[src/rtl/b64d_pkg.sv]
// ----------------------------------------------------------------------------
// b64d_pkg
// Shared types, constants and the alphabet lookup of the base64 decoder.
// ----------------------------------------------------------------------------
package b64d_pkg;

   localparam int COUNT_BITS     = 24;
   localparam int BYTE_COUNT_W   = 24;
   localparam int QUEUE_DEPTH    = 4;
   localparam int QUEUE_PTR_W    = $clog2(QUEUE_DEPTH);
   localparam int QUEUE_CNT_W    = QUEUE_PTR_W + 1;

   localparam logic [COUNT_BITS-1:0] COUNT_MAX = {COUNT_BITS{1'b1}};

   localparam logic [6:0] SYM_INVALID = 7'd127;
   localparam logic [6:0] SYM_PAD     = 7'd64;
   localparam logic [1:0] MAX_PADS    = 2'd2;
   localparam logic [1:0] LAST_SLOT   = 2'd3;

   localparam logic [7:0] CH_CR = 8'h0D;
   localparam logic [7:0] CH_LF = 8'h0A;
   localparam logic [7:0] CH_EQ = 8'h3D;

   // one unit of work handed from the front to the back
   typedef struct packed {
      logic [23:0]           bytes;     // decoded group, first byte in [23:16]
      logic [1:0]            nbytes;    // data results in this job
      logic                  end_item;  // job closes with the status result
      logic                  error;
      logic [COUNT_BITS-1:0] total;
   } b64d_job_type;

   function automatic logic [6:0] sym_value(input logic [7:0] c);
      logic [6:0] v;
      v = SYM_INVALID;
      if (c >= 8'h41 && c <= 8'h5A)      v = 7'(c - 8'h41);
      else if (c >= 8'h61 && c <= 8'h7A) v = 7'(c - 8'h61 + 8'd26);
      else if (c >= 8'h30 && c <= 8'h39) v = 7'(c - 8'h30 + 8'd52);
      else if (c == 8'h2B)               v = 7'd62;
      else if (c == 8'h2F)               v = 7'd63;
      else if (c == CH_EQ)               v = SYM_PAD;
      return v;
   endfunction

endpackage

[src/rtl/b64d_req_if.sv]
// ----------------------------------------------------------------------------
// b64d_req_if
// Character channel: one encoded character per transfer.
// ----------------------------------------------------------------------------
interface b64d_req_if;
   logic       valid;
   logic       ready;
   logic [7:0] char_in;
   logic       end_of_message;

   modport source (output valid, output char_in, output end_of_message, input ready);
   modport sink   (input valid, input char_in, input end_of_message, output ready);
endinterface

[src/rtl/b64d_rsp_if.sv]
// ----------------------------------------------------------------------------
// b64d_rsp_if
// Result channel: decoded bytes and the end-of-message status item.
// ----------------------------------------------------------------------------
interface b64d_rsp_if;
   import b64d_pkg::*;
   logic                    valid;
   logic                    ready;
   logic [7:0]              data_byte;
   logic                    end_marker;
   logic                    error_flag;
   logic [BYTE_COUNT_W-1:0] byte_count;
   logic                    last;

   modport source (output valid, output data_byte, output end_marker, output error_flag,
                   output byte_count, output last, input ready);
   modport sink   (input valid, input data_byte, input end_marker, input error_flag,
                   input byte_count, input last, output ready);
endinterface

[src/rtl/b64d_front.sv]
// ----------------------------------------------------------------------------
// b64d_front
// Accepts characters, tracks line breaks, padding and errors, assembles
// sextets and pushes one job per character that yields any result.
// ----------------------------------------------------------------------------
module b64d_front (
   input  logic                  clock,
   input  logic                  reset,
   input  logic                  req_valid,
   output logic                  req_ready,
   input  logic [7:0]            req_char_in,
   input  logic                  req_end_of_message,
   input  logic                  push_ready,
   output logic                  push_valid,
   output b64d_pkg::b64d_job_type push_job
);
   import b64d_pkg::*;

   logic [17:0]           acc_ff, acc_in;
   logic [1:0]            pos_ff, pos_in;
   logic [1:0]            pads_ff, pads_in;
   logic                  crp_ff, crp_in;
   logic                  err_ff, err_in;
   logic [COUNT_BITS-1:0] total_ff, total_in;

   logic                  accept;
   logic                  skip;
   logic                  take;
   logic [6:0]            v;
   logic [23:0]           x;
   logic [1:0]            nb;
   logic                  err_final;
   logic [COUNT_BITS:0]   sum;
   logic [COUNT_BITS-1:0] total_sat;

   assign req_ready = push_ready;
   assign accept    = req_valid && push_ready;
   assign v         = sym_value(req_char_in);
   assign x         = {acc_ff, v[5:0]};

   always_comb begin
      crp_in    = crp_ff;
      err_in    = err_ff;
      acc_in    = acc_ff;
      pos_in    = pos_ff;
      pads_in   = pads_ff;
      total_in  = total_ff;
      skip      = 1'b0;
      take      = 1'b0;
      nb        = 2'd0;
      err_final = err_ff;
      if (crp_ff) begin
         crp_in = 1'b0;
         if (req_char_in == CH_LF) skip = 1'b1;
         else                      err_in = 1'b1;
      end
      if (!skip) begin
         if (req_char_in == CH_CR) begin
            crp_in = 1'b1;
         end else if (req_char_in != CH_LF && !err_in) begin
            if (v == SYM_INVALID) begin
               err_in = 1'b1;
            end else if (v == SYM_PAD) begin
               if (pads_ff >= MAX_PADS) err_in = 1'b1;
               else begin
                  pads_in = pads_ff + 2'd1;
                  take    = 1'b1;
               end
            end else if (pads_ff != 2'd0) begin
               err_in = 1'b1;
            end else begin
               take = 1'b1;
            end
         end
      end
      if (take) begin
         if (pos_ff == LAST_SLOT) begin
            nb     = 2'd3 - pads_in;
            acc_in = 18'd0;
            pos_in = 2'd0;
         end else begin
            acc_in = x[17:0];
            pos_in = pos_ff + 2'd1;
         end
      end
      sum       = {1'b0, total_ff} + (COUNT_BITS+1)'(nb);
      total_sat = (sum > {1'b0, COUNT_MAX}) ? COUNT_MAX : sum[COUNT_BITS-1:0];
      total_in  = total_sat;
      // a CR as the final character counts as lone
      err_final = err_in || crp_in;
      if (req_end_of_message) begin
         crp_in   = 1'b0;
         err_in   = 1'b0;
         acc_in   = 18'd0;
         pos_in   = 2'd0;
         pads_in  = 2'd0;
         total_in = '0;
      end
   end

   assign push_valid        = accept && (nb != 2'd0 || req_end_of_message);
   assign push_job.bytes    = x;
   assign push_job.nbytes   = nb;
   assign push_job.end_item = req_end_of_message;
   assign push_job.error    = err_final;
   assign push_job.total    = total_sat;

   always_ff @(posedge clock) begin
      if (reset) begin
         acc_ff   <= '0;
         pos_ff   <= '0;
         pads_ff  <= '0;
         crp_ff   <= 1'b0;
         err_ff   <= 1'b0;
         total_ff <= '0;
      end else if (accept) begin
         acc_ff   <= acc_in;
         pos_ff   <= pos_in;
         pads_ff  <= pads_in;
         crp_ff   <= crp_in;
         err_ff   <= err_in;
         total_ff <= total_in;
      end
   end

endmodule

[src/rtl/b64d_queue.sv]
// ----------------------------------------------------------------------------
// b64d_queue
// Small job FIFO between the front and the back.
// ----------------------------------------------------------------------------
module b64d_queue (
   input  logic                  clock,
   input  logic                  reset,
   input  logic                  push_valid,
   output logic                  push_ready,
   input  b64d_pkg::b64d_job_type push_job,
   output logic                  head_valid,
   input  logic                  pop,
   output b64d_pkg::b64d_job_type head_job
);
   import b64d_pkg::*;

   b64d_job_type           mem_ff [QUEUE_DEPTH];
   logic [QUEUE_PTR_W-1:0] wr_ptr_ff, wr_ptr_in;
   logic [QUEUE_PTR_W-1:0] rd_ptr_ff, rd_ptr_in;
   logic [QUEUE_CNT_W-1:0] cnt_ff, cnt_in;
   logic                   do_push;
   logic                   do_pop;

   assign push_ready = cnt_ff != QUEUE_CNT_W'(QUEUE_DEPTH);
   assign head_valid = cnt_ff != '0;
   assign head_job   = mem_ff[rd_ptr_ff];
   assign do_push    = push_valid && push_ready;
   assign do_pop     = pop && head_valid;

   always_comb begin
      wr_ptr_in = do_push ? wr_ptr_ff + 1'b1 : wr_ptr_ff;
      rd_ptr_in = do_pop ? rd_ptr_ff + 1'b1 : rd_ptr_ff;
      cnt_in    = cnt_ff;
      if (do_push && !do_pop)      cnt_in = cnt_ff + 1'b1;
      else if (!do_push && do_pop) cnt_in = cnt_ff - 1'b1;
   end

   always_ff @(posedge clock) begin
      if (reset) begin
         wr_ptr_ff <= '0;
         rd_ptr_ff <= '0;
         cnt_ff    <= '0;
      end else begin
         wr_ptr_ff <= wr_ptr_in;
         rd_ptr_ff <= rd_ptr_in;
         cnt_ff    <= cnt_in;
      end
   end

   always_ff @(posedge clock) begin
      if (do_push) mem_ff[wr_ptr_ff] <= push_job;
   end

endmodule

[src/rtl/b64d_back.sv]
// ----------------------------------------------------------------------------
// b64d_back
// Unrolls the head job into single results, one per cycle while the output
// is not stalled, through an output register.
// ----------------------------------------------------------------------------
module b64d_back (
   input  logic                    clock,
   input  logic                    reset,
   input  logic                    head_valid,
   input  b64d_pkg::b64d_job_type  head_job,
   output logic                    pop,
   output logic                    rsp_valid,
   input  logic                    rsp_ready,
   output logic [7:0]              rsp_data_byte,
   output logic                    rsp_end_marker,
   output logic                    rsp_error_flag,
   output logic [b64d_pkg::BYTE_COUNT_W-1:0] rsp_byte_count,
   output logic                    rsp_last
);
   import b64d_pkg::*;

   logic [1:0]              sub_ff, sub_in;
   logic                    valid_ff, valid_in;
   logic [7:0]              byte_ff, byte_in;
   logic                    endm_ff, endm_in;
   logic                    err_ff, err_in;
   logic [BYTE_COUNT_W-1:0] cnt_ff, cnt_in;
   logic                    last_ff, last_in;

   logic                    load;
   logic [2:0]              n_results;
   logic                    is_last;

   assign load      = head_valid && (!valid_ff || rsp_ready);
   assign n_results = {1'b0, head_job.nbytes} + {2'b00, head_job.end_item};
   assign is_last   = ({1'b0, sub_ff} + 3'd1) == n_results;
   assign pop       = load && is_last;

   always_comb begin
      valid_in = valid_ff && !rsp_ready;
      sub_in   = sub_ff;
      byte_in  = byte_ff;
      endm_in  = endm_ff;
      err_in   = err_ff;
      cnt_in   = cnt_ff;
      last_in  = last_ff;
      if (load) begin
         valid_in = 1'b1;
         last_in  = is_last;
         sub_in   = is_last ? 2'd0 : sub_ff + 2'd1;
         if (sub_ff < head_job.nbytes) begin
            case (sub_ff)
               2'd0:    byte_in = head_job.bytes[23:16];
               2'd1:    byte_in = head_job.bytes[15:8];
               default: byte_in = head_job.bytes[7:0];
            endcase
            endm_in = 1'b0;
            err_in  = 1'b0;
            cnt_in  = '0;
         end else begin
            byte_in = 8'd0;
            endm_in = 1'b1;
            err_in  = head_job.error;
            cnt_in  = BYTE_COUNT_W'(head_job.total);
         end
      end
   end

   always_ff @(posedge clock) begin
      if (reset) begin
         sub_ff   <= '0;
         valid_ff <= 1'b0;
      end else begin
         sub_ff   <= sub_in;
         valid_ff <= valid_in;
      end
   end

   always_ff @(posedge clock) begin
      byte_ff <= byte_in;
      endm_ff <= endm_in;
      err_ff  <= err_in;
      cnt_ff  <= cnt_in;
      last_ff <= last_in;
   end

   assign rsp_valid      = valid_ff;
   assign rsp_data_byte  = byte_ff;
   assign rsp_end_marker = endm_ff;
   assign rsp_error_flag = err_ff;
   assign rsp_byte_count = cnt_ff;
   assign rsp_last       = last_ff;

endmodule

[src/rtl/base64_stream_decoder.sv]
// ----------------------------------------------------------------------------
// base64_stream_decoder
// Streaming base64 decoder with CR-LF skipping, sticky error and an
// end-of-message status item carrying the byte count.
// ----------------------------------------------------------------------------
//  channel   | direction | transfer
//  ----------+-----------+----------------------------------------------------
//  req_chan  | in        | char_in, end_of_message (one character)
//  rsp_chan  | out       | data_byte, end_marker, error_flag, byte_count, last
//
//  One character is accepted per cycle; the front classifies it in that cycle.
//  The back sends one result per cycle, unless stalled, from a registered
//  output: up to three bytes per group of four characters, plus an end item.
//  A 4-entry job queue decouples the two; req_chan.ready drops only when it
//  is full. Synchronous reset clears all decode state and empties the queue.
// ----------------------------------------------------------------------------
module base64_stream_decoder (
   input  logic       clock,
   input  logic       reset,
   b64d_req_if.sink   req_chan,
   b64d_rsp_if.source rsp_chan
);
   import b64d_pkg::*;

   logic         push_valid;
   logic         push_ready;
   b64d_job_type push_job;
   logic         head_valid;
   logic         pop;
   b64d_job_type head_job;

   b64d_front u_front (
      .clock              (clock),
      .reset              (reset),
      .req_valid          (req_chan.valid),
      .req_ready          (req_chan.ready),
      .req_char_in        (req_chan.char_in),
      .req_end_of_message (req_chan.end_of_message),
      .push_ready         (push_ready),
      .push_valid         (push_valid),
      .push_job           (push_job)
   );

   b64d_queue u_queue (
      .clock      (clock),
      .reset      (reset),
      .push_valid (push_valid),
      .push_ready (push_ready),
      .push_job   (push_job),
      .head_valid (head_valid),
      .pop        (pop),
      .head_job   (head_job)
   );

   b64d_back u_back (
      .clock          (clock),
      .reset          (reset),
      .head_valid     (head_valid),
      .head_job       (head_job),
      .pop            (pop),
      .rsp_valid      (rsp_chan.valid),
      .rsp_ready      (rsp_chan.ready),
      .rsp_data_byte  (rsp_chan.data_byte),
      .rsp_end_marker (rsp_chan.end_marker),
      .rsp_error_flag (rsp_chan.error_flag),
      .rsp_byte_count (rsp_chan.byte_count),
      .rsp_last       (rsp_chan.last)
   );

endmodule

[src/flat_wrapper.sv]
// flat-port wrapper written by rule: the top's interface ports become plain ports
module base64_stream_decoder_flat import b64d_pkg::*;
  (clock, reset, req_chan_valid, req_chan_char_in, req_chan_end_of_message, req_chan_ready, rsp_chan_valid, rsp_chan_data_byte, rsp_chan_end_marker, rsp_chan_error_flag, rsp_chan_byte_count, rsp_chan_last, rsp_chan_ready);
  b64d_req_if req_chan_i ();
  b64d_rsp_if rsp_chan_i ();
  input  logic clock;
  input  logic reset;
  input wire logic [$bits(req_chan_i.valid)-1:0] req_chan_valid;
  input wire logic [$bits(req_chan_i.char_in)-1:0] req_chan_char_in;
  input wire logic [$bits(req_chan_i.end_of_message)-1:0] req_chan_end_of_message;
  output wire logic [$bits(req_chan_i.ready)-1:0] req_chan_ready;
  output wire logic [$bits(rsp_chan_i.valid)-1:0] rsp_chan_valid;
  output wire logic [$bits(rsp_chan_i.data_byte)-1:0] rsp_chan_data_byte;
  output wire logic [$bits(rsp_chan_i.end_marker)-1:0] rsp_chan_end_marker;
  output wire logic [$bits(rsp_chan_i.error_flag)-1:0] rsp_chan_error_flag;
  output wire logic [$bits(rsp_chan_i.byte_count)-1:0] rsp_chan_byte_count;
  output wire logic [$bits(rsp_chan_i.last)-1:0] rsp_chan_last;
  input wire logic [$bits(rsp_chan_i.ready)-1:0] rsp_chan_ready;
  assign req_chan_i.valid = req_chan_valid;
  assign req_chan_i.char_in = req_chan_char_in;
  assign req_chan_i.end_of_message = req_chan_end_of_message;
  assign req_chan_ready = req_chan_i.ready;
  assign rsp_chan_valid = rsp_chan_i.valid;
  assign rsp_chan_data_byte = rsp_chan_i.data_byte;
  assign rsp_chan_end_marker = rsp_chan_i.end_marker;
  assign rsp_chan_error_flag = rsp_chan_i.error_flag;
  assign rsp_chan_byte_count = rsp_chan_i.byte_count;
  assign rsp_chan_last = rsp_chan_i.last;
  assign rsp_chan_i.ready = rsp_chan_ready;
  base64_stream_decoder u_core (.clock(clock), .reset(reset), .req_chan(req_chan_i), .rsp_chan(rsp_chan_i));
endmodule
[config.mk]
export PLATFORM = sky130hd
export DESIGN_NAME = base64_stream_decoder_flat
export DESIGN_NICKNAME = d
export VERILOG_FILES = /design/src/rtl/b64d_pkg.sv /design/src/rtl/b64d_req_if.sv /design/src/rtl/b64d_rsp_if.sv /design/src/rtl/b64d_front.sv /design/src/rtl/b64d_queue.sv /design/src/rtl/b64d_back.sv /design/src/rtl/base64_stream_decoder.sv /design/src/flat_wrapper.sv
export SDC_FILE = /design/constraint.sdc
export NUM_CORES = 1
export LEC_CHECK = 0
export BUFFER_PORTS_ARGS = -buffer_cell sky130_fd_sc_hd__buf_4
export CAP_MARGIN = 40
export CORE_ASPECT_RATIO = 0.7
export CORE_UTILIZATION = 40
export CTS_BUF_LIST = sky130_fd_sc_hd__clkbuf_4
export DETAILED_ROUTE_END_ITERATION = 7
export GPL_TIMING_DRIVEN = 0
export PLACE_DENSITY = 0.6
export SYNTH_ARGS = -nofsm -noshare
export SYNTH_HDL_FRONTEND = slang
export SYNTH_SLANG_ARGS = --single-unit
[constraint.sdc]
create_clock -name clock -period 7.35 [get_ports clock]
set_input_delay 0.3675 -clock clock [delete_from_list [all_inputs] [get_ports clock]]
set_output_delay 0.3675 -clock clock [all_outputs]
set_load 0.05 [all_outputs]
=== Word level (Yosys, flattened, before mapping) ===
Memories as Yosys holds them, arrays and structs flattened. A register that Yosys moved wholly into a read port is not among the register bits.
Cells that the tools add are included.

* Register bits: 93
* Input bits: 13
* Memories: 1
* Output and inout bits: 37
* Memory bits (writable): 208
* Word-level logic and storage cells: 137

* Order comparisons: 9
* Add/sub/neg operators: 16
* Eq/ne operators: 12
* Reduce and logical (&&, ||, !) cells: 28
* Muxes and demuxes: 55

{| class="wikitable"
|+ Memory list
! name !! words !! width !! rd ports !! clocked after memory_dff !! write ports !! line !! source
|-
| u_core.u_queue.mem_ff || 4 || 52 || 1 || 1 || 1 || b64d_queue.sv:17 || <nowiki>b64d_job_type mem_ff [QUEUE_DEPTH];</nowiki>
|}

{| class="wikitable"
|+ Operators with widths
! kind !! number
|-
| $mux W18 || 3
|-
| $mux W24 || 2
|-
| $mux W7 || 5
|-
| $mux W2 || 15
|-
| $mux W1 || 26
|-
| $add A24 B2 Y25 || 1
|-
| $gt A25 B24 Y1 const B || 1
|-
| $eq A8 B6 Y1 const B || 3
|-
| $eq A8 B4 Y1 const B || 2
|-
| $ge A8 B7 Y1 const B || 2
|-
| $le A8 B7 Y1 const B || 2
|-
| $pmux W8 S2 || 1
|-
| $eq A7 B7 Y1 const B || 2
|-
| $sub A7 B7 Y7 const B || 2
|-
| $logic_and A1 B1 Y1 || 13
|-
| $add A2 B1 Y2 const B || 5
|-
| $ge A8 B6 Y1 const B || 1
|-
| $le A8 B6 Y1 const B || 1
|-
| $ne A8 B4 Y1 const B || 1
|-
| $reduce_bool A2 Y1 || 4
|-
| $add A7 B5 Y7 const B || 1
|-
| $add A7 B6 Y7 const B || 1
|-
| $sub A7 B6 Y7 const B || 1
|-
| $mux W3 || 2
|-
| 17 further kinds || 23
|}

=== Logic depth before layout (Yosys ltp) ===
Gate-level depths: netlist of run 1.

* Depth in word-level cells: 24
* Depth in mapped cells: 29
* Gate-level depth less buffers: 22

=== Cells and area by module ===
From an unflattened synthesis of run 1, not the netlist that was laid out.

* Cells, all modules: 881
* Area total of the unflattened synthesis: 13173.9 um2

{| class="wikitable"
|+ By module, submodules not included
! module !! times used !! area each (um2) !! cells an instance !! sequential area each (um2)
|-
| b64d_queue || 1 || 8030.2 || 320 || 6426.2
|-
| b64d_front || 1 || 3465.8 || 442 || 960.9
|-
| b64d_back || 1 || 1677.9 || 119 || 1111.1
|}

=== Worst setup path before layout of run 1 ===
OpenSTA, ideal clock, no wires.

* Kind: input to register
* Start point: input req_chan_char_in[2]
* End point: register u_core.u_front.total_ff[8]
* Buffers on the path: 7
* Stages on the path: 29
* Slack: 1.580 ns
* Required time: 7.222 ns
* Data arrival time: 5.642 ns
* Library setup time: 0.128 ns
* Path through: buf_6 inv_1 ha_1 buf_2 a21o_1 and3_1 clkbuf_1 nor3_1 a221oi_1 a211o_1 nor4b_2 mux2_2 nor2b_1 ha_1 fa_1 and3_1 clkbuf_1 nand2_1 nor2_1 and2_1 clkbuf_1 and3_1 nand2_1 or2_2 clkbuf_1 clkbuf_1 o21ai_0 a22oi_1 nor2_1

{| class="wikitable"
|+ RTL lines
! what !! line !! source
|-
| from (decl) || flat_wrapper.sv:9 || <nowiki>input wire logic [$bits(req_chan_i.char_in)-1:0] req_chan_char_in;</nowiki>
|-
| to (signal assigned) || b64d_front.sv:122 || <nowiki>total_ff <= total_in;</nowiki>
|-
| to (decl) || b64d_front.sv:24 || <nowiki>logic [COUNT_BITS-1:0] total_ff, total_in;</nowiki>
|}

==> results of run 1 <==
## worst max-delay path, delay by kind of cell
kind	cells	cell delay [ns]
simple gates	12	1.82
compound gates	6	2.18
buf+inv	9	1.74
fa+ha+maj	3	0.96
## flip-flops by register name, indices dropped and copies added (netlist names), 2 cells and up, named ones only
signal and flops:
u_core.u_front.acc_ff 18, u_core.u_front.pads_ff 2, u_core.u_back.rsp_data_byte 8, u_core.u_queue.wr_ptr_ff 2, u_core.u_back.rsp_byte_count 24, u_core.u_queue.mem_ff 208, u_core.u_queue.cnt_ff 3, u_core.u_front.pos_ff 2
u_core.u_back.sub_ff 2, u_core.u_queue.rd_ptr_ff 2, u_core.u_front.total_ff 24
## power groups by stage
stage	Sequential (mW)	Clock, mW	Combinational [mW]
after floorplan	2.48	0	0.498
after global placement	2.17	0	1.19
after detailed placement	2.16	0	1.24
after CTS	2.12	1.53	1.25
after global routing	2.14	1.61	1.31
final	2.12	1.49	1.23
## cell usage after synthesis (2+ instances only)
master / n
mux2i_1: 3
o211a_1: 2
a2111oi_0: 2
mux2_2: 4
nor3b_1: 4
nor4b_1: 4
nand2_1: 58
and3_1: 7
a31oi_1: 10
fa_1: 2
a41oi_1: 2
xor2_1: 16
a21o_1: 5
nand4_1: 5
buf_1: 7
nand2b_1: 5
xnor2_1: 9
nand3_1: 14
mux4_2: 52
o21a_1: 2
and4_1: 3
nand3b_1: 2
or3_1: 3
nor2b_1: 6
a21oi_1: 30
a22o_1: 18
buf_6: 2
nor2_1: 55
and2_1: 33
edfxtp_1: 243
a32oi_1: 2
nor3_1: 16
ha_1: 26
o21ai_0: 7
nor4_1: 6
or2_2: 4
clkbuf_1: 35
a22oi_1: 25
dfxtp_1: 60
inv_1: 22
o22ai_1: 2
buf_2: 4
a221oi_1: 2
## worst paths after layout
kind / from / to / cells past startpoint
max: req_chan_char_in[2] / u_core.u_front.total_ff[8] / 30
min reg2reg: u_core.u_back.rsp_valid / u_core.u_back.rsp_valid / 2
min: req_chan_char_in[7] / u_core.u_front.crp_ff / 4
max reg2reg: u_core.u_front.pads_ff[0] / u_core.u_queue.mem_ff[3][8] / 20
## cell type report
cell class | instances | area [sq um] | share of cell area
plain buffers | 49 | 220 | 0.0148
well taps | 420 | 526 | 0.0354
flip-flops and latches | 303 | 8500 | 0.572
clock buffers | 120 | 901 | 0.0606
multi-input cells | 471 | 3970 | 0.267
diodes | 1 | 2.50 | 0.000168
clock inverters | 20 | 138 | 0.00926
repair buffers | 59 | 523 | 0.0352
inverters | 22 | 82.6 | 0.00556
## per-stage QoR
step	total power, mW	cells
floorplan	2.98	845
global placement	3.36	1314
detailed placement	3.40	1322
CTS	4.90	1464
global route	5.06	1465
finish	4.84	1465
## cell families after synthesis
group | share of synthesized area
flops | 0.666
fa+ha+maj | 0.0286
simple gates | 0.0934
buf+inv | 0.0237
mux | 0.0977
xor+xnor | 0.0172
compound gates | 0.0733
## layer usage
layer | vias to the layer above | routed length, um | track usage
met3 | 51 | 1760 | 0.0394
li1 | 3591 | - | -
met4 | 0 | 542 | 0.0613
met1 | 3659 | 14100 | 0.269
met5 | - | 0 | 0
met2 | 258 | 10700 | 0.225
==> results_dict.tcl, run 1 <==
set metrics [dict create \
    post_cts_resized 0 \
    yosys_warnings 0 \
    drt_wl_total_mm 27.1 \
    status "finished clean" \
    grt_antenna_before_repair 1 \
    p_sw_frac 0.321 \
    min_period_ns 6.51 \
    num-fill-cells 2776 \
    drc 0 \
    vias_per_cell 5.16 \
    fmax_mhz 154 \
    intPower_mw 3.29 \
    crit_path_start_kind "input pin" \
    cts_tree "yes" \
    setup-tns-final_ns 0 \
    ys_types 69 \
    maxSlewViolCount 0 \
    start_util 0.408 \
    io_pins 50 \
    num_vias 7559 \
    fin_area_sq_um 14900 \
    skew_ns 0.0441 \
    num_rows 54 \
    cp-end-kind "register" \
    finalCritPeriodShare 0.885 \
    crit_slowest_cell "a221oi_1" \
    switchingPower_mw 1.55 \
    yosys_register_bits 303 \
    core_sq_um 31300 \
    tightest_slew_ns 1.04 \
    synthCells 845 \
    cts_setup_buffers 0 \
    yosysTopAreaCell "edfxtp_1" \
    numPortBuffers 49 \
    cts_hold_buf 2 \
    clock_sinks 303 \
    yosysSeqAreaShare 0.666 \
    grt.overflow.total 0 \
    dieWidth_um 215 \
    pwr-share-comb 0.254 \
    grt_max_degree 53 \
    worstPathRequired_ns 7.93 \
    cap_violations 0 \
    drtAntennaViolNets 0 \
    layout_setup_ws_ns 0.842 \
    grt_pass1_wl_mm 41.7 \
    clock_path_buffers 3 \
    leakagePower_nw 5.19 \
    layout_commonest_cell "edfxtp_1" \
    async_reset_ff_frac 0 \
    clkLatencyLatePin_ns 0.71 \
    setup_viol 0 \
    die_area_sq_um 32600 \
    fp.dieH_um 151 \
    finalHoldViolations 0 \
    drtPass1Iterations 5 \
    cts_root_buf "clkbuf_4" \
    synthTopCellsByArea "edfxtp_1, dfxtp_1, mux4_2" \
    rsz0062_at_grt "no" \
    cts_made_buffers 76 \
    path_class "input pin to register" \
    slowest_delay_ns 0.90 \
    wl_per_cell_um 18.5 \
    p_seq_frac 0.439 \
    min_path_type "input pin to register" \
    path_clk_slew_ns 0.07 \
    grt_usage 0.171 \
    placed_cell_area_sq_um 13800 \
    crit_fanout 10 \
    syn-cell-area_sq_um 12800 \
    place.gp.congestion 0.882 \
    final_core_util 0.475 \
    first_global_vias 7319 \
    drt_first_iter_violations 542 \
    worst_path_most_repeated_cell "clkbuf_1" \
    syn_nets 886 \
    whs_ns 0.152 \
    vdd_ir_drop_max_uv 205 \
    regToRegSetupSlack_ns 2.17 \
    layout.nets 1023 \
    final_cell_mix "edfxtp_1, clkbuf_4, dfxtp_1" \
    drive_above_1_share 0.256 \
    ctsHtreeMaxLevel 3 \
    power.share.clock 0.307 \
    synth_top_area_share 0.572 \
    synth-edff-count 243 \
    syn_avg_cell_area_sq_um 15.1 \
    place_hpwl_mm 17.1 \
    syn2layout_area_growth_pct 16.5 \
    slew_headroom 0.305 \
    cp_data_arrival_time_ns 7.09 \
    p_per_area_nw_per_um2 326 \
    dp_slack_ns 0.228 \
    synthFlopType "edfxtp_1" \
]
Note: power is estimated with default switching activity, not from simulation.
==> run 2, diff against run 1 <==
--- a/config.mk
+++ b/config.mk
@@ -7,12 +7,12 @@
 export LEC_CHECK = 0
 export BUFFER_PORTS_ARGS = -buffer_cell sky130_fd_sc_hd__buf_4
 export CAP_MARGIN = 40
-export CORE_ASPECT_RATIO = 0.7
 export CORE_UTILIZATION = 40
 export CTS_BUF_LIST = sky130_fd_sc_hd__clkbuf_4
 export DETAILED_ROUTE_END_ITERATION = 7
 export GPL_TIMING_DRIVEN = 0
 export PLACE_DENSITY = 0.6
+export SLEW_MARGIN = 15
 export SYNTH_ARGS = -nofsm -noshare
 export SYNTH_HDL_FRONTEND = slang
 export SYNTH_SLANG_ARGS = --single-unit
==> results_dict.tcl, run 2 (synthesis results as in run 1) <==
set metrics [dict create \
    crit_fanout 10 \
    path_clk_slew_ns 0.06 \
    layout_setup_ws_ns 1.07 \
    cts_hold_buf 2 \
    whs_ns 0.181 \
    final_core_util 0.473 \
    tightest_slew_ns 0.805 \
    fin_area_sq_um 14900 \
    num_rows 65 \
    grt_max_degree 41 \
    cp_data_arrival_time_ns 6.79 \
    vias_per_cell 5.19 \
    place.gp.congestion 0.848 \
    final_cells 1453 \
    drtPass1Iterations 5 \
    reg2reg_depth 22 \
    final_cell_mix "edfxtp_1, clkbuf_4, dfxtp_1" \
    drive_above_1_share 0.263 \
    met1Wirelength_mm 12.3 \
    min_path_type "input pin to register" \
    cap_violations 0 \
    status "finished clean" \
    worst_path_most_repeated_cell "clkbuf_1" \
    p_per_area_nw_per_um2 321 \
    critPathLaunch "req_chan_char_in[2]" \
    setup_viol 0 \
    path_class "input pin to register" \
    skew_ns 0.0559 \
    layout.nets 1028 \
    numPortBuffers 49 \
    core_sq_um 31500 \
    p_total_mw 4.77 \
    num_vias 7539 \
    cts_setup_buffers 0 \
    wl_met2_mm 11.9 \
    place_hpwl_mm 16.7 \
    fp.dieH_um 181 \
    grt.overflow.total 0 \
    io_pins 50 \
    crit_buf_inv 10 \
    clock_path_buffers 3 \
    layout_commonest_cell "edfxtp_1" \
    dp_cells 1306 \
    clkLatencyLatePin_ns 0.69 \
    drt_first_iter_violations 487 \
    crit_slowest_cell "fa_1" \
    cts_made_buffers 77 \
    vdd_ir_drop_max_uv 133 \
    dieWidth_um 181 \
    start_util 0.405 \
    slowest_delay_ns 0.50 \
    path_delay_family "simple AND/OR/NAND/NOR gates" \
    finalHoldViolations 0 \
    leakagePower_nw 5.20 \
    finalCritPeriodShare 0.855 \
    wl_per_cell_um 17.9 \
    wl_met3_mm 1.32 \
    syn2layout_area_growth_pct 16.6 \
    crit_path_start_kind "input pin" \
    regToRegSetupSlack_ns 2.21 \
    cts_root_buf "clkbuf_4" \
    dp_slack_ns 0.278 \
    maxSlewViolCount 0 \
    routed.top_layer "met4" \
    drt_wl_total_mm 26.0 \
    die_area_sq_um 32600 \
    largest_register_ffs 208 \
    drc 0 \
    grt_usage 0.162 \
    post_cts_resized 0 \
    worstPathRequired_ns 7.86 \
    grt_antenna_before_repair 1 \
    top_register "u_core.u_queue.mem_ff" \
    first_global_vias 7473 \
    crit_end "u_core.u_front.total_ff[8]" \
    clock_sinks 303 \
    slew_headroom 0.459 \
    cp_num_cells 31 \
    setup-tns-final_ns 0 \
    r2r-end "u_core.u_front.total_ff[8]" \
    fmax_mhz 159 \
    r2r_start "u_core.u_front.pads_ff[0]" \
    cp-end-kind "register" \
    ctsHtreeMaxLevel 3 \
    placed_cell_area_sq_um 13800 \
    cts_tree "yes" \
    rsz0062_at_grt "no" \
    grt_pass1_wl_mm 41.0 \
    drtAntennaViolNets 0 \
    min_period_ns 6.28 \
]
run 2: cell types whose count changed in the layout (fill, tap and decap cells not counted):
cell,change
buf_16,+2
buf_2,+1
bufinv_16,-2
clkbuf_2,+1
clkbuf_4,+2
clkinv_1,-3
clkinv_2,+2
clkinvlp_4,+2
inv_6,+1
run 2: layout make-up:
class / count / area [sq um]
Antenna cell: 1 / 2.50
Buffer: 49 / 220
Clock buffer: 122 / 916
Clock inverter: 20 / 100
Fill cell: 2773 / 16600
Inverter: 22 / 82.6
Multi-Input combinational cell: 471 / 3970
Sequential cell: 303 / 8500
Tap cell: 402 / 503
Timing Repair Buffer: 63 / 588
run 2: worst register-to-register path: cells and delay by family (launching register included):
| family | cells | cell delay (ns) |
|---|---|---|
| flops | 1 | 0.36 |
| simple gates | 11 | 2.35 |
| fa+ha+maj | 3 | 0.75 |
| compound gates | 3 | 0.61 |
| buf+inv | 5 | 0.98 |
run 2: report_power, final:
group | leakage, nW | total [mW] | switching (mW) | internal (mW)
combinational | 1.93 | 1.21 | 0.798 | 0.413
sequential | 2.67 | 2.13 | 0.0611 | 2.07
clock | 0.608 | 1.43 | 0.670 | 0.761
run 2: how the worst min path moves through the flow:
stage	from	to	slack, ns	cells past startpoint
after floorplan	u_core.u_front.acc_ff[12]	u_core.u_queue.mem_ff[0][46]	0.46	0
after global placement	u_core.u_front.acc_ff[13]	u_core.u_queue.mem_ff[3][47]	0.49	0
after detailed placement	u_core.u_front.acc_ff[13]	u_core.u_queue.mem_ff[1][47]	0.50	0
after CTS	req_chan_char_in[7]	u_core.u_front.crp_ff	0.14	4
after global routing	req_chan_char_in[0]	u_core.u_queue.mem_ff[0][28]	0.19	2
final	req_chan_char_in[7]	u_core.u_front.crp_ff	0.18	4
run 2: per-layer routing:
layer	up-vias	GRT usage
met4	0	0.0574
met3	35	0.0392
met5	-	0
li1	3580	-
met2	188	0.250
met1	3736	0.225
==> run 3, diff against run 2 <==
--- a/config.mk
+++ b/config.mk
@@ -7,6 +7,7 @@
 export LEC_CHECK = 0
 export BUFFER_PORTS_ARGS = -buffer_cell sky130_fd_sc_hd__buf_4
 export CAP_MARGIN = 40
+export CORE_ASPECT_RATIO = 1.25
 export CORE_UTILIZATION = 40
 export CTS_BUF_LIST = sky130_fd_sc_hd__clkbuf_4
 export DETAILED_ROUTE_END_ITERATION = 7
==> results_dict.tcl, run 3 (synthesis results as in run 1) <==
set metrics [dict create \
    finalCritPeriodShare 0.867 \
    dp_cells 1312 \
    cts_made_buffers 73 \
    dp_slack_ns 0.235 \
    cp-end-kind "register" \
    cts_setup_buffers 0 \
    p_per_area_nw_per_um2 318 \
    skew_ns 0.0359 \
    start_util 0.409 \
    clock_sinks 303 \
    slew_headroom 0.365 \
    r2r_start "u_core.u_front.pads_ff[0]" \
    hold_path_depth 2 \
    leakagePower_nw 5.17 \
    io_pins 50 \
    final_cells 1450 \
    cp_data_arrival_time_ns 6.93 \
    cts_tree "yes" \
    cap_violations 0 \
    fin_area_sq_um 14800 \
    layout.nets 1023 \
    drc 0 \
    first_global_vias 7665 \
    place.gp.congestion 0.838 \
    wl_per_cell_um 17.6 \
    status "finished clean" \
    min_period_ns 6.37 \
    dieWidth_um 162 \
    slowest_delay_ns 0.84 \
    grt_usage 0.164 \
    maxSlewViolCount 0 \
    p_total_mw 4.72 \
    crit_fanout 10 \
    largest_register_ffs 208 \
    drive_above_1_share 0.247 \
    final_cell_mix "edfxtp_1, clkbuf_4, dfxtp_1" \
    path_class "input pin to register" \
    path_clk_slew_ns 0.08 \
    numPortBuffers 49 \
    cts_root_buf "clkbuf_4" \
    drtPass1Iterations 5 \
    finalHoldViolations 0 \
    vdd_ir_drop_max_uv 192 \
    min_path_type "input pin to register" \
    fp.dieH_um 202 \
    final_core_util 0.476 \
    die_area_sq_um 32600 \
    crit_path_start_kind "input pin" \
    layout_commonest_cell "edfxtp_1" \
    tightest_slew_ns 0.952 \
    vias_per_cell 5.15 \
    drt_first_iter_violations 404 \
    core_sq_um 31200 \
    setup_viol 0 \
    grt_max_degree 43 \
    layout_setup_ws_ns 0.975 \
    syn2layout_area_growth_pct 16.3 \
    crit_slowest_cell "a221oi_1" \
    path_delay_family "compound AO/OA/AOI/OAI gates" \
    crit_buf_inv 9 \
    ctsHtreeMaxLevel 3 \
    setup-tns-final_ns 0 \
    clkLatencyLatePin_ns 0.69 \
    clock_path_buffers 3 \
    worst_path_most_repeated_cell "clkbuf_1" \
    placed_cell_area_sq_um 13800 \
    drt_wl_total_mm 25.5 \
    grt_antenna_before_repair 2 \
    num_rows 72 \
    rsz0062_at_grt "no" \
    top_register "u_core.u_queue.mem_ff" \
    cp_num_cells 30 \
    whs_ns 0.181 \
    post_cts_resized 0 \
    place_hpwl_mm 16.4 \
    drtAntennaViolNets 0 \
    critPathLaunch "req_chan_char_in[2]" \
    fmax_mhz 157 \
    reg2reg_depth 20 \
    num-fill-cells 2762 \
    grt.overflow.total 0 \
    worstPathRequired_ns 7.91 \
    num_vias 7469 \
    cts_hold_buf 2 \
    hp-start "req_chan_char_in[0]" \
    grt_pass1_wl_mm 41.1 \
]
[run 3: worst reg2reg max path, cell delays in order (launching register included)]
cell       delay, ns
dfxtp_1         0.36
inv_1           0.10
ha_1            0.19
or3_1           0.36
or3_4           0.36
a2bb2oi_1       0.21
nor2b_1         0.30
ha_1            0.27
fa_1            0.28
and3_1          0.17
clkbuf_1        0.21
nand2_1         0.10
nor2_1          0.13
and2_1          0.13
clkbuf_1        0.26
and3_1          0.27
nand2_1         0.06
or2_2           0.28
clkbuf_1        0.16
clkbuf_1        0.27
o21ai_0         0.29
[run 3: path summary, 6_finish.rpt]
kind / end / slack (ns)
max reg2reg: u_core.u_queue.mem_ff[0][9] / 2.31
min: u_core.u_queue.mem_ff[2][28] / 0.18
min reg2reg: u_core.u_back.rsp_valid / 0.49
max: u_core.u_front.total_ff[8] / 0.98
[run 3: final cells by class]
type | instances | area [sq um] | share of cell area
Timing Repair Buffer | 62 | 587 | 0.0396
Inverter | 22 | 82.6 | 0.00557
Sequential cell | 303 | 8500 | 0.573
Buffer | 49 | 220 | 0.0148
Antenna cell | 2 | 5.00 | 0.000337
Multi-Input combinational cell | 471 | 3970 | 0.267
Clock inverter | 34 | 213 | 0.0143
Tap cell | 407 | 509 | 0.0343
Clock buffer | 100 | 751 | 0.0506
[run 3: routing by layer]
metal  vias to the layer above  GRT usage  share of wire
met5                         -          0              0
met4                         0     0.0620          0.022
met3                        41     0.0361          0.048
met2                       175      0.276           0.50
met1                      3669      0.206           0.43
li1                       3584          -              -
[run 3: power by group]
part           internal, mW  total [mW]  switching, mW
Sequential             2.07        2.12         0.0561
Clock                 0.745        1.39          0.644
Combinational         0.411        1.21          0.801
